## config.mk

```make
export PLATFORM = sky130hd
export DESIGN_NAME = bll_ctrl
export DESIGN_NICKNAME = d
export VERILOG_FILES = /design/src/bll_pkg.sv /design/src/bll_ctrl.sv
export SDC_FILE = /design/constraint.sdc
export NUM_CORES = 1
export LEC_CHECK = 0
export ABC_AREA = 0
export BUFFER_PORTS_ARGS = -buffer_cell sky130_fd_sc_hd__buf_2
export CORE_AREA = 2 2 119 207
export DETAILED_ROUTE_END_ITERATION = 12
export DIE_AREA = 0 0 121 209
export PLACE_DENSITY = 0.53
export SETUP_SLACK_MARGIN = 0.3
export SYNTH_ARGS = -nofsm -noshare
export SYNTH_HDL_FRONTEND = slang
export SYNTH_SLANG_ARGS = --single-unit
```

## constraint.sdc

```tcl
create_clock -name clk_i -period 4.8 [get_ports clk_i]
set_input_delay 0.24 -clock clk_i [delete_from_list [all_inputs] [get_ports clk_i]]
set_output_delay 0.24 -clock clk_i [all_outputs]
set_load 0.02 [all_outputs]
```

## src/bll_pkg.sv

```systemverilog
// Shared types, constants and helper functions of the binary lifting
// lowest-common-ancestor engine. No dependencies.
package bll_pkg;

  localparam int NODE_W      = 10;
  localparam int DEPTH_W     = 10;
  localparam int LIFT_LEVELS = 10;
  localparam int LVL_W       = (LIFT_LEVELS > 1) ? $clog2(LIFT_LEVELS) : 1;
  localparam int ANC_AW      = NODE_W + LVL_W;

  localparam logic [LVL_W-1:0] LVL_FIRST = LVL_W'(1);
  localparam logic [LVL_W-1:0] LVL_LAST  = LVL_W'(LIFT_LEVELS - 1);

  typedef enum logic {
    OP_ADD   = 1'b0,
    OP_QUERY = 1'b1
  } bll_op_e;

  typedef enum logic [3:0] {
    ST_IDLE,
    ST_ADD_DEP,
    ST_ADD_LIFT,
    ST_Q_DEP,
    ST_Q_UP_ANC,
    ST_Q_UP_DEP,
    ST_Q_CHK,
    ST_Q_LIFT,
    ST_Q_FIN,
    ST_DONE
  } bll_state_e;

  typedef struct packed {
    logic              we;
    logic [ANC_AW-1:0] waddr;
    logic [NODE_W-1:0] wdata;
    logic [ANC_AW-1:0] raddr0;
    logic [ANC_AW-1:0] raddr1;
  } bll_anc_req_t;

  typedef struct packed {
    logic               we;
    logic [NODE_W-1:0]  waddr;
    logic [DEPTH_W-1:0] wdata;
    logic [NODE_W-1:0]  raddr0;
    logic [NODE_W-1:0]  raddr1;
  } bll_dep_req_t;

  typedef struct packed {
    logic              valid;
    logic [NODE_W-1:0] node;
  } bll_res_t;

  // Entry (node, level) of the ancestor memory.
  function automatic logic [ANC_AW-1:0] anc_addr(logic [NODE_W-1:0] node,
                                                 logic [LVL_W-1:0] lvl);
    return {node, lvl};
  endfunction

  // Parent depth plus one, held at the largest depth.
  function automatic logic [DEPTH_W-1:0] depth_inc(logic [DEPTH_W-1:0] d);
    return (d == '1) ? d : d + 1'b1;
  endfunction

endpackage

```

## src/bll_ctrl.sv

```systemverilog
// Sequencer of the lifting engine: walks the ancestor and depth memories
// for add and query items. Depends on bll_pkg.
module bll_ctrl (
  input  logic                           clk_i,
  input  logic                           rst_ni,
  input  logic                           in_valid_i,
  output logic                           in_stall_o,
  input  logic                           opcode_i,
  input  logic [bll_pkg::NODE_W-1:0]     node_a_i,
  input  logic [bll_pkg::NODE_W-1:0]     node_b_i,
  output bll_pkg::bll_anc_req_t          anc_req_o,
  input  logic [bll_pkg::NODE_W-1:0]     anc_rdata0_i,
  input  logic [bll_pkg::NODE_W-1:0]     anc_rdata1_i,
  output bll_pkg::bll_dep_req_t          dep_req_o,
  input  logic [bll_pkg::DEPTH_W-1:0]    dep_rdata0_i,
  input  logic [bll_pkg::DEPTH_W-1:0]    dep_rdata1_i,
  output bll_pkg::bll_res_t              res_o,
  input  logic                           res_ready_i
);

  bll_pkg::bll_state_e state_q, state_d;

  logic [bll_pkg::LVL_W-1:0]   lvl_q, lvl_d;
  logic [bll_pkg::NODE_W-1:0]  u_q, u_d;
  logic [bll_pkg::NODE_W-1:0]  x_q, x_d;
  logic [bll_pkg::NODE_W-1:0]  y_q, y_d;
  logic [bll_pkg::NODE_W-1:0]  c_q, c_d;
  logic [bll_pkg::NODE_W-1:0]  res_q, res_d;
  logic [bll_pkg::DEPTH_W-1:0] dy_q, dy_d;

  logic                        in_xfer;
  logic                        is_add;
  logic                        same_ab;
  logic                        swap;
  logic [bll_pkg::NODE_W-1:0]  x_swap;
  logic [bll_pkg::NODE_W-1:0]  x_up;
  logic                        differ;
  logic [bll_pkg::NODE_W-1:0]  x_lift;
  logic [bll_pkg::NODE_W-1:0]  y_lift;
  logic [bll_pkg::LVL_W-1:0]   lvl_dn;

  assign in_xfer = in_valid_i && (state_q == bll_pkg::ST_IDLE);
  assign is_add  = (opcode_i == bll_pkg::OP_ADD);
  assign same_ab = (node_a_i == node_b_i);

  // The deeper of the two query nodes is the one lifted first.
  assign swap   = (dep_rdata0_i < dep_rdata1_i);
  assign x_swap = swap ? y_q : x_q;
  assign x_up   = (dep_rdata0_i >= dy_q) ? c_q : x_q;
  assign differ = (anc_rdata0_i != anc_rdata1_i);
  assign x_lift = differ ? anc_rdata0_i : x_q;
  assign y_lift = differ ? anc_rdata1_i : y_q;
  assign lvl_dn = (lvl_q == '0) ? lvl_q : lvl_q - 1'b1;

  always_comb begin
    state_d = state_q;
    unique case (state_q)
      bll_pkg::ST_IDLE: begin
        if (in_valid_i) begin
          if (is_add) begin
            if (!same_ab) begin
              state_d = bll_pkg::ST_ADD_DEP;
            end else if (bll_pkg::LIFT_LEVELS > 1) begin
              state_d = bll_pkg::ST_ADD_LIFT;
            end
          end else begin
            state_d = same_ab ? bll_pkg::ST_DONE : bll_pkg::ST_Q_DEP;
          end
        end
      end
      bll_pkg::ST_ADD_DEP: begin
        state_d = (bll_pkg::LIFT_LEVELS > 1) ? bll_pkg::ST_ADD_LIFT : bll_pkg::ST_IDLE;
      end
      bll_pkg::ST_ADD_LIFT: begin
        if (lvl_q == bll_pkg::LVL_LAST) state_d = bll_pkg::ST_IDLE;
      end
      bll_pkg::ST_Q_DEP:    state_d = bll_pkg::ST_Q_UP_ANC;
      bll_pkg::ST_Q_UP_ANC: state_d = bll_pkg::ST_Q_UP_DEP;
      bll_pkg::ST_Q_UP_DEP: begin
        state_d = (lvl_q == '0) ? bll_pkg::ST_Q_CHK : bll_pkg::ST_Q_UP_ANC;
      end
      bll_pkg::ST_Q_CHK: begin
        state_d = (x_q == y_q) ? bll_pkg::ST_DONE : bll_pkg::ST_Q_LIFT;
      end
      bll_pkg::ST_Q_LIFT: begin
        if (lvl_q == '0) state_d = bll_pkg::ST_Q_FIN;
      end
      bll_pkg::ST_Q_FIN: state_d = bll_pkg::ST_DONE;
      bll_pkg::ST_DONE: begin
        if (res_ready_i) state_d = bll_pkg::ST_IDLE;
      end
      default: state_d = bll_pkg::ST_IDLE;
    endcase
  end

  always_comb begin
    lvl_d = lvl_q;
    u_d   = u_q;
    x_d   = x_q;
    y_d   = y_q;
    c_d   = c_q;
    dy_d  = dy_q;
    res_d = res_q;
    case (state_q)
      bll_pkg::ST_IDLE: begin
        if (in_valid_i) begin
          u_d   = node_a_i;
          x_d   = node_a_i;
          y_d   = node_b_i;
          res_d = node_a_i;
          lvl_d = bll_pkg::LVL_FIRST;
        end
      end
      bll_pkg::ST_ADD_LIFT: lvl_d = lvl_q + 1'b1;
      bll_pkg::ST_Q_DEP: begin
        x_d   = x_swap;
        y_d   = swap ? x_q : y_q;
        dy_d  = swap ? dep_rdata0_i : dep_rdata1_i;
        lvl_d = bll_pkg::LVL_LAST;
      end
      bll_pkg::ST_Q_UP_ANC: c_d = anc_rdata0_i;
      bll_pkg::ST_Q_UP_DEP: begin
        x_d   = x_up;
        lvl_d = lvl_dn;
      end
      bll_pkg::ST_Q_CHK: begin
        res_d = x_q;
        lvl_d = bll_pkg::LVL_LAST;
      end
      bll_pkg::ST_Q_LIFT: begin
        x_d   = x_lift;
        y_d   = y_lift;
        lvl_d = lvl_dn;
      end
      bll_pkg::ST_Q_FIN: res_d = anc_rdata0_i;
      default: ;
    endcase
  end

  always_comb begin
    anc_req_o  = '0;
    dep_req_o  = '0;
    in_stall_o = (state_q != bll_pkg::ST_IDLE);
    res_o.valid = (state_q == bll_pkg::ST_DONE);
    res_o.node  = res_q;
    unique case (state_q)
      bll_pkg::ST_IDLE: begin
        if (in_xfer && is_add && same_ab) begin
          // A root is its own ancestor at every level.
          dep_req_o.we     = 1'b1;
          dep_req_o.waddr  = node_a_i;
          dep_req_o.wdata  = '0;
          anc_req_o.we     = 1'b1;
          anc_req_o.waddr  = bll_pkg::anc_addr(node_a_i, '0);
          anc_req_o.wdata  = node_a_i;
          anc_req_o.raddr0 = bll_pkg::anc_addr(node_a_i, '0);
        end else if (in_xfer && is_add) begin
          dep_req_o.raddr0 = node_b_i;
        end else if (in_xfer) begin
          dep_req_o.raddr0 = node_a_i;
          dep_req_o.raddr1 = node_b_i;
        end
      end
      bll_pkg::ST_ADD_DEP: begin
        dep_req_o.we     = 1'b1;
        dep_req_o.waddr  = u_q;
        dep_req_o.wdata  = bll_pkg::depth_inc(dep_rdata0_i);
        anc_req_o.we     = 1'b1;
        anc_req_o.waddr  = bll_pkg::anc_addr(u_q, '0);
        anc_req_o.wdata  = y_q;
        anc_req_o.raddr0 = bll_pkg::anc_addr(y_q, '0);
      end
      bll_pkg::ST_ADD_LIFT: begin
        // Level i is the level i-1 ancestor of the level i-1 ancestor.
        anc_req_o.we     = 1'b1;
        anc_req_o.waddr  = bll_pkg::anc_addr(u_q, lvl_q);
        anc_req_o.wdata  = anc_rdata0_i;
        anc_req_o.raddr0 = bll_pkg::anc_addr(anc_rdata0_i, lvl_q);
      end
      bll_pkg::ST_Q_DEP: begin
        anc_req_o.raddr0 = bll_pkg::anc_addr(x_swap, bll_pkg::LVL_LAST);
      end
      bll_pkg::ST_Q_UP_ANC: dep_req_o.raddr0 = anc_rdata0_i;
      bll_pkg::ST_Q_UP_DEP: anc_req_o.raddr0 = bll_pkg::anc_addr(x_up, lvl_dn);
      bll_pkg::ST_Q_CHK: begin
        anc_req_o.raddr0 = bll_pkg::anc_addr(x_q, bll_pkg::LVL_LAST);
        anc_req_o.raddr1 = bll_pkg::anc_addr(y_q, bll_pkg::LVL_LAST);
      end
      bll_pkg::ST_Q_LIFT: begin
        // At the lowest level the final read fetches the parent of x.
        anc_req_o.raddr0 = bll_pkg::anc_addr(x_lift, lvl_dn);
        anc_req_o.raddr1 = bll_pkg::anc_addr(y_lift, lvl_dn);
      end
      bll_pkg::ST_Q_FIN: ;
      bll_pkg::ST_DONE:  ;
      default: ;
    endcase
  end

  always_ff @(posedge clk_i or negedge rst_ni) begin
    if (!rst_ni) begin
      state_q <= bll_pkg::ST_IDLE;
    end else begin
      state_q <= state_d;
    end
  end

  always_ff @(posedge clk_i) begin
    lvl_q <= lvl_d;
    u_q   <= u_d;
    x_q   <= x_d;
    y_q   <= y_d;
    c_q   <= c_d;
    dy_q  <= dy_d;
    res_q <= res_d;
  end

endmodule

```

==> metrics.md, run 1 <==
| Metric | Value |
|---|---|
| Yosys reg bits | `between 60 and 70` |
| Unique masters post-synth | `56` |
| First DRT Iteration DRCs | `394` |
| Port bufs | `170` |
| Endpoints failing hold | `0` |
| CTS tree | `done` |
| Nature of the critical path startpoint | `register` |
| Highest-delay cell along the critical path | `dfrtp_1` |
| Diode count | `0` |
| WL met3 | `1.16 mm` |
| Hold Crit Endpoint | `u_q[5]` |
| HPWL after DPL | `roughly 19 mm` |
| Fin crit period | `3640 ps` |
| Critical Path RT | `approximately 4600 ps` |
| Achievable frequency | `0.275 GHz` |
| Hold depth | `1` |
| Cells on worst reg2reg path | `7` |
| Worst-path fanout max | `25` |
| Routability cong. | `0.855` |
| CTS max path bufs | `2` |
| Power Density | `619 mW/mm²` |
| Cell taking the most area after synthesis | `edfxtp_1` |
| Clock Tree Root | `clkbuf_16` |
| Top cells by area, synth | `edfxtp_1 (33%), nand2_1 (10%), ha_1 (5.4%)` |
| Syn avg cell area | `just over 8 µm²` |
| GRT Resource Usage Total | `18.9%` |
| Max-cap violations | `0` |
| Worst Hold Class | `input port to register` |
| Die Span Y | `209 µm` |
| Post-synth EDFFs | `64` |
| Layout Area Growth over Synthesis | `25.3%` |
| Slew @ Worst Pin | `between 1000 and 1500 ps` |
| Critical path endpoint category | `output port` |
| Clk_lat worst skew | `350 ps` |
| Yosys top cell area share | `33.1%` |
| Peak ir drop on the vdd network | `0.226 mV` |
| CP top delay family | `simple AND/OR/NAND/NOR gates` |
| Sequential area share after synthesis | `34.8%` |
| DR pass1 iterations | `5` |
| Adder-cell share of the synthesized area | `about 5.4%` |
| Clk_skew | `5.54 ps` |
| Leakage | `3.46 nW` |
| Netlist Area Pre-Place | `0.00581 mm²` |
| Critical R2R Launch | `state_q[1]` |
| CTS Sinks | `68` |
| Antenna Nets Post-Route | `0` |
| DR vias/cell | `5.16` |
| Warnings, synthesis | `0` |
| Core Rows | `between 70 and 80` |
| Drt wl/cell | `21.0 µm` |
| Vias in the first global route | `6,051` |
| Hold_sp | `node_a_i[5]` |
| Synth Area in Compound Gates | `19.3%` |
| CP Buf/Inv Count | `2` |
| Main flop type after synthesis | `edfxtp_1` |
| Starting Density | `24.5%` |
| Final instance area | `0.00729 mm²` |
| Final TNS setup | `0 ps` |
| Post-CTS Setup Bufs | `0` |
| Share of layout cells above drive strength 1 | `23.9%` |
| DR vias | `6,021` |
| GRT Residual Overflow | `0` |
| Final Cycle Share | `75.8%` |
| Syn_nets | `791` |
| FF-to-FF End | `x_q[9]` |
| Max_slew headroom | `21.9%` |
| DR DRC count | `0` |
| Nets | `between 900 and 1k` |
| Clock-pin transition on the worst setup and hold timing paths | `60 ps` |
| Post-synthesis mux area share | `6.09%` |
| Critical path type | `register to output port` |
| CP Cell Sequence | `nor2_1 > nand3_1 > inv_1 > nand2_1 > o21ai_0 > buf_2` |
| Simple-gate portion of the synthesized area | `roughly a quarter` |
| RSZ-0062 raised after global routing | `false` |
| Slew Limit Fails | `0` |
| WL final | `about 25 mm` |
| Largest net degree at the start of global routing | `26` |
| Status | `finished, final reports clean` |
| R2r setup slk | `1920 ps` |
| Xor and xnor area share after synthesis | `5.57%` |
| Mapped Cells | `701` |
| I/O pin count | `171` |
| CTS buffer count | `9` |
| CP peak stage delay | `640 ps` |
| Metal2 WL | `approximately 13 mm` |
| FFs w/ async S/R, synth | `5.88%` |
| Die W | `approximately 120 µm` |
| Core Region | `0.0237 mm²` |
| Final hold slack | `about 160 ps` |
| Endpoints failing setup | `0` |
| CP Data Arrival Time | `3400 ps` |
| Initial antenna violation count | `0` |
| Largest family of logic cells by synthesized area | `simple AND/OR/NAND/NOR gates` |
| Die Area | `0.0253 mm²` |
| Post-DP Area | `0.00696 mm²` |
| Metal-1 WL | `9.04 mm` |
| Top sig layer | `met4` |
| First-pass GRT wire length | `35.7 mm` |
| H-tree Lvls | `3` |
## layout make-up
type                            count  area, µm²
Sequential cell                    68       2020
Timing Repair Buffer              183        951
Inverter                           36        135
Clock buffer                        9        225
Tap cell                          308        385
Multi-Input combinational cell    556       3480
Clock inverter                      7       91.3
Fill cell                        2569      16500
## report_power, final
part	leakage, nW	internal, mW	switching [mW]
Clock	0.147	0.452	0.283
Combinational	2.67	0.797	1.70
Sequential	0.647	0.968	0.308
## cells in the final DEF, fill, tap and decap left out, drive strengths merged, types with 3 or more instances in the layout
cell / n
dfrtp: 4
xnor2: 11
nand3b: 10
nand2: 159
nand3: 18
a22oi: 30
mux2i: 23
nor2: 38
edfxtp: 64
nand2b: 10
a21o: 8
a21boi: 10
clkinv: 3
o221a: 4
nand4: 17
and2: 4
nor3: 7
a211oi: 4
o211ai: 10
ha: 25
buf: 182
nor4: 6
a22o: 10
mux2: 11
and3: 20
or2: 3
a21oi: 27
xor2: 26
o21ai: 39
clkbuf: 9
o211a: 6
inv: 36
## logic make-up after synthesis
kind of cell / Yosys count
buf+inv: 77
flops: 68
compound gates: 163
fa+ha+maj: 25
simple gates: 297
xor+xnor: 37
mux: 34
## synthesized netlist by cell type (4+ instances only)
cell      instances
and2_1            4
o211a_1           6
ha_1             25
a22oi_1          30
o21ai_0          27
o21ai_1          11
mux2i_1          23
dfrtp_1           4
edfxtp_1         64
a21o_1            8
nand2b_1         10
o211ai_1         10
nand3b_1         10
inv_1            36
a22o_1           10
clkbuf_1         26
nand4_1          17
nor4_1            4
nand3_1          18
mux2_1            8
a21oi_1          27
a21boi_0         10
nand2_1         159
and3_1           20
buf_2            12
xnor2_1          11
nor3_1            7
nor2_1           38
xor2_1           26
## metrics by stage
stage / instances / utilization [%] / power, mW / setup WS, ps
6_report: 1167 / 30.7 / 4.51 / 1160
5_1_grt: 1167 / 30.7 / 4.75 / 842
4_1_cts: 1167 / 30.7 / 4.51 / 1120
3_5_place_dp: 1150 / 29.3 / 3.76 / 1510
3_3_place_gp: 1150 / 29.3 / 3.76 / 1620
2_1_floorplan: 701 / - / 2.79 / 2100
## sequential cells by signal (all words and copies together), names as in the netlist
name and count:
u_q 10, x_q 10, dy_q 10, res_q 10
y_q 10, c_q 10, state_q 4, lvl_q 4
## how the worst max path moves through the flow
stage	from	end	depth (start not counted)
final	state_q[2]	dep_req_o[12]	6
after global routing	state_q[2]	dep_req_o[11]	6
after CTS	state_q[2]	dep_req_o[12]	6
after detailed placement	state_q[2]	dep_req_o[12]	6
after global placement	state_q[2]	dep_req_o[11]	6
after floorplan	lvl_q[0]	anc_req_o[14]	7
## layer usage
| layer | vias up | global-route usage (%) |
|---|---|---|
| met5 | - | 0 |
| met4 | 0 | 12.1 |
| met3 | 64 | 2.87 |
| met2 | 261 | 34.0 |
| met1 | 2869 | 20.1 |
| li1 | 2827 | - |
## repair_timing
| action | in CTS | in global routing |
|---|---|---|
| gates resized for setup | 0 | 0 |
| hold buffers | 1 | 0 |
| hold endpoints to repair | 4 | 0 |
(Power assumes the default switching activity.)
==> run 2, diff against run 1 <==
Clock period 4.8 ns to 3.72 ns, I/O delays scaled along.
==> metrics.md, run 2 (synthesis results as in run 1) <==
| Metric | Value |
|---|---|
| Status | `finished, final reports clean` |
| CTS Sinks | `68` |
| Die Span Y | `209 µm` |
| Commonest non-fill, non-tap cell in the layout | `buf_2` |
| Non-filler instance count after layout | `1,175` |
| Post-DP Area | `around 0.0070 mm²` |
| CP Data Arrival Time | `slightly below 3000 ps` |
| Post-CTS Setup Bufs | `0` |
| Largest net degree at the start of global routing | `26` |
| Vias in the first global route | `~6.2k` |
| Clk_skew | `between 10 and 15 ps` |
| Endpoints failing hold | `0` |
| Nets | `952` |
| HPWL after DPL | `around 19 mm` |
| First-pass GRT wire length | `36.8 mm` |
| DR vias | `6,098` |
| Drt wl/cell | `between 20 and 25 µm` |
| Slew Limit Fails | `0` |
| Critical Path RT | `3530 ps` |
| Nature of the critical path startpoint | `register` |
| CTS max path bufs | `2` |
| Clock Tree Root | `clkbuf_16` |
| Worst Hold Class | `input port to register` |
| WL final | `24.6 mm` |
| DR pass1 iterations | `5` |
| WL met3 | `~1.2 mm` |
| CTS buffer count | `9` |
| Port bufs | `170` |
| First DRT Iteration DRCs | `469` |
| Placed Cells | `approximately 1.2k` |
| Max-cap violations | `0` |
| Max_slew headroom | `39.9%` |
| DR vias/cell | `5.19` |
| H-tree Lvls | `3` |
| Worst-path fanout max | `8` |
| Critical path type | `register to output port` |
| Achievable frequency | `0.319 GHz` |
| Critical path endpoint category | `output port` |
| Top sig layer | `met4` |
| Starting Density | `24.5%` |
| I/O pin count | `171` |
| Metal-1 WL | `around 9 mm` |
| Power Density | `a little under 800 mW/mm²` |
| Core Region | `between 0.02 and 0.025 mm²` |
| Power consumption | `5.76 mW` |
| Final TNS setup | `0 ps` |
| Clk_lat worst skew | `between 300 and 400 ps` |
| GRT Residual Overflow | `0` |
| Commonest cells after routing, fill and taps aside | `buf_2 (170), nand2_1 (159), edfxtp_1 (64)` |
| Endpoints failing setup | `0` |
| Die W | `121 µm` |
| Leakage | `3.49 nW` |
| Peak ir drop on the vdd network | `approximately 0.30 mV` |
| Final instance area | `~0.0073 mm²` |
| Dpl ws | `844 ps` |
| Slew @ Worst Pin | `898 ps` |
| Fin crit period | `3140 ps` |
| Share of layout cells above drive strength 1 | `approximately 25%` |
| Initial antenna violation count | `0` |
| Core Rows | `75` |
| Antenna Nets Post-Route | `0` |
| Clock-pin transition on the worst setup and hold timing paths | `60 ps` |
| RSZ-0062 raised after global routing | `false` |
| Final Cycle Share | `84.3%` |
| GRT Resource Usage Total | `19.5%` |
| Fillers | `2,586` |
| DR DRC count | `0` |
| Routability cong. | `0.911` |
| Metal2 WL | `13.1 mm` |
| Die Area | `0.0253 mm²` |
| PnR worst setup slack | `583 ps` |
| Diode count | `0` |
| Layout Area Growth over Synthesis | `25.7%` |
| CTS tree | `done` |
run 2: cell types whose count changed in the layout (fill, tap and decap cells not counted), sizes merged:
| cell | previous run | this run |
|---|---|---|
| clkinv | 3 | 2 |
| buf | 182 | 190 |
| clkbuf | 9 | 14 |
| bufinv | 2 | 0 |
| clkinvlp | 2 | 0 |
run 2: layout make-up:
cell class | count | area (µm²) | share of cell area [%]
Clock buffer | 14 | 264 | 3.61
Clock inverter | 2 | 10.0 | 0.137
Inverter | 36 | 135 | 1.85
Multi-Input combinational cell | 556 | 3480 | 47.6
Sequential cell | 68 | 2020 | 27.7
Tap cell | 308 | 385 | 5.28
Timing Repair Buffer | 191 | 1010 | 13.8
run 2: where the power goes:
part | internal, mW | leakage, nW | switching, mW
combinational | 1.07 | 2.71 | 2.27
sequential | 1.25 | 0.646 | 0.333
clock | 0.487 | 0.137 | 0.343
run 2: worst paths after layout:
path                        startpoint      endpoint  slack (ps)  depth (start not counted)
setup / recovery            state_q[3]  anc_req_o[9]         580                          7
hold / removal             node_a_i[0]        u_q[0]         110                          1
setup reg to reg            state_q[1]      res_q[3]         840                          4
hold reg to reg             state_q[3]    state_q[2]         650                          2
max in group asynchronous       rst_ni    state_q[2]        3380                          2
min in group asynchronous       rst_ni    state_q[2]         200                          2
run 2: critical path: stages (launching register included):
cell and delay (ps):
dfrtp_1 370, and3b_1 410, nand2_1 340, buf_4 290, a31oi_1 510, buf_4 310, a22o_1 190, buf_2 180
run 2: per-stage QoR:
stage / utilization [%] / hold WS, ps
5_1_grt: 30.8 / 121
3_3_place_gp: 29.6 / 4.13
3_5_place_dp: 29.6 / 2.02
2_1_floorplan: - / -110
4_1_cts: 30.8 / 108
6_report: 30.8 / 115
run 2: per-layer routing:
layer,global-route usage (%),up-vias
li1,-,2848
met2,35.1,269
met3,2.89,63
met1,21.0,2918
met4,11.8,0
met5,0,-
run 2: timing repair:
item                                   4_1_cts  5_1_grt
setup endpoints to repair                    0        1
hold buffers                                 1        0
resized for setup                            0        1
endpoints found under the hold margin        4        0
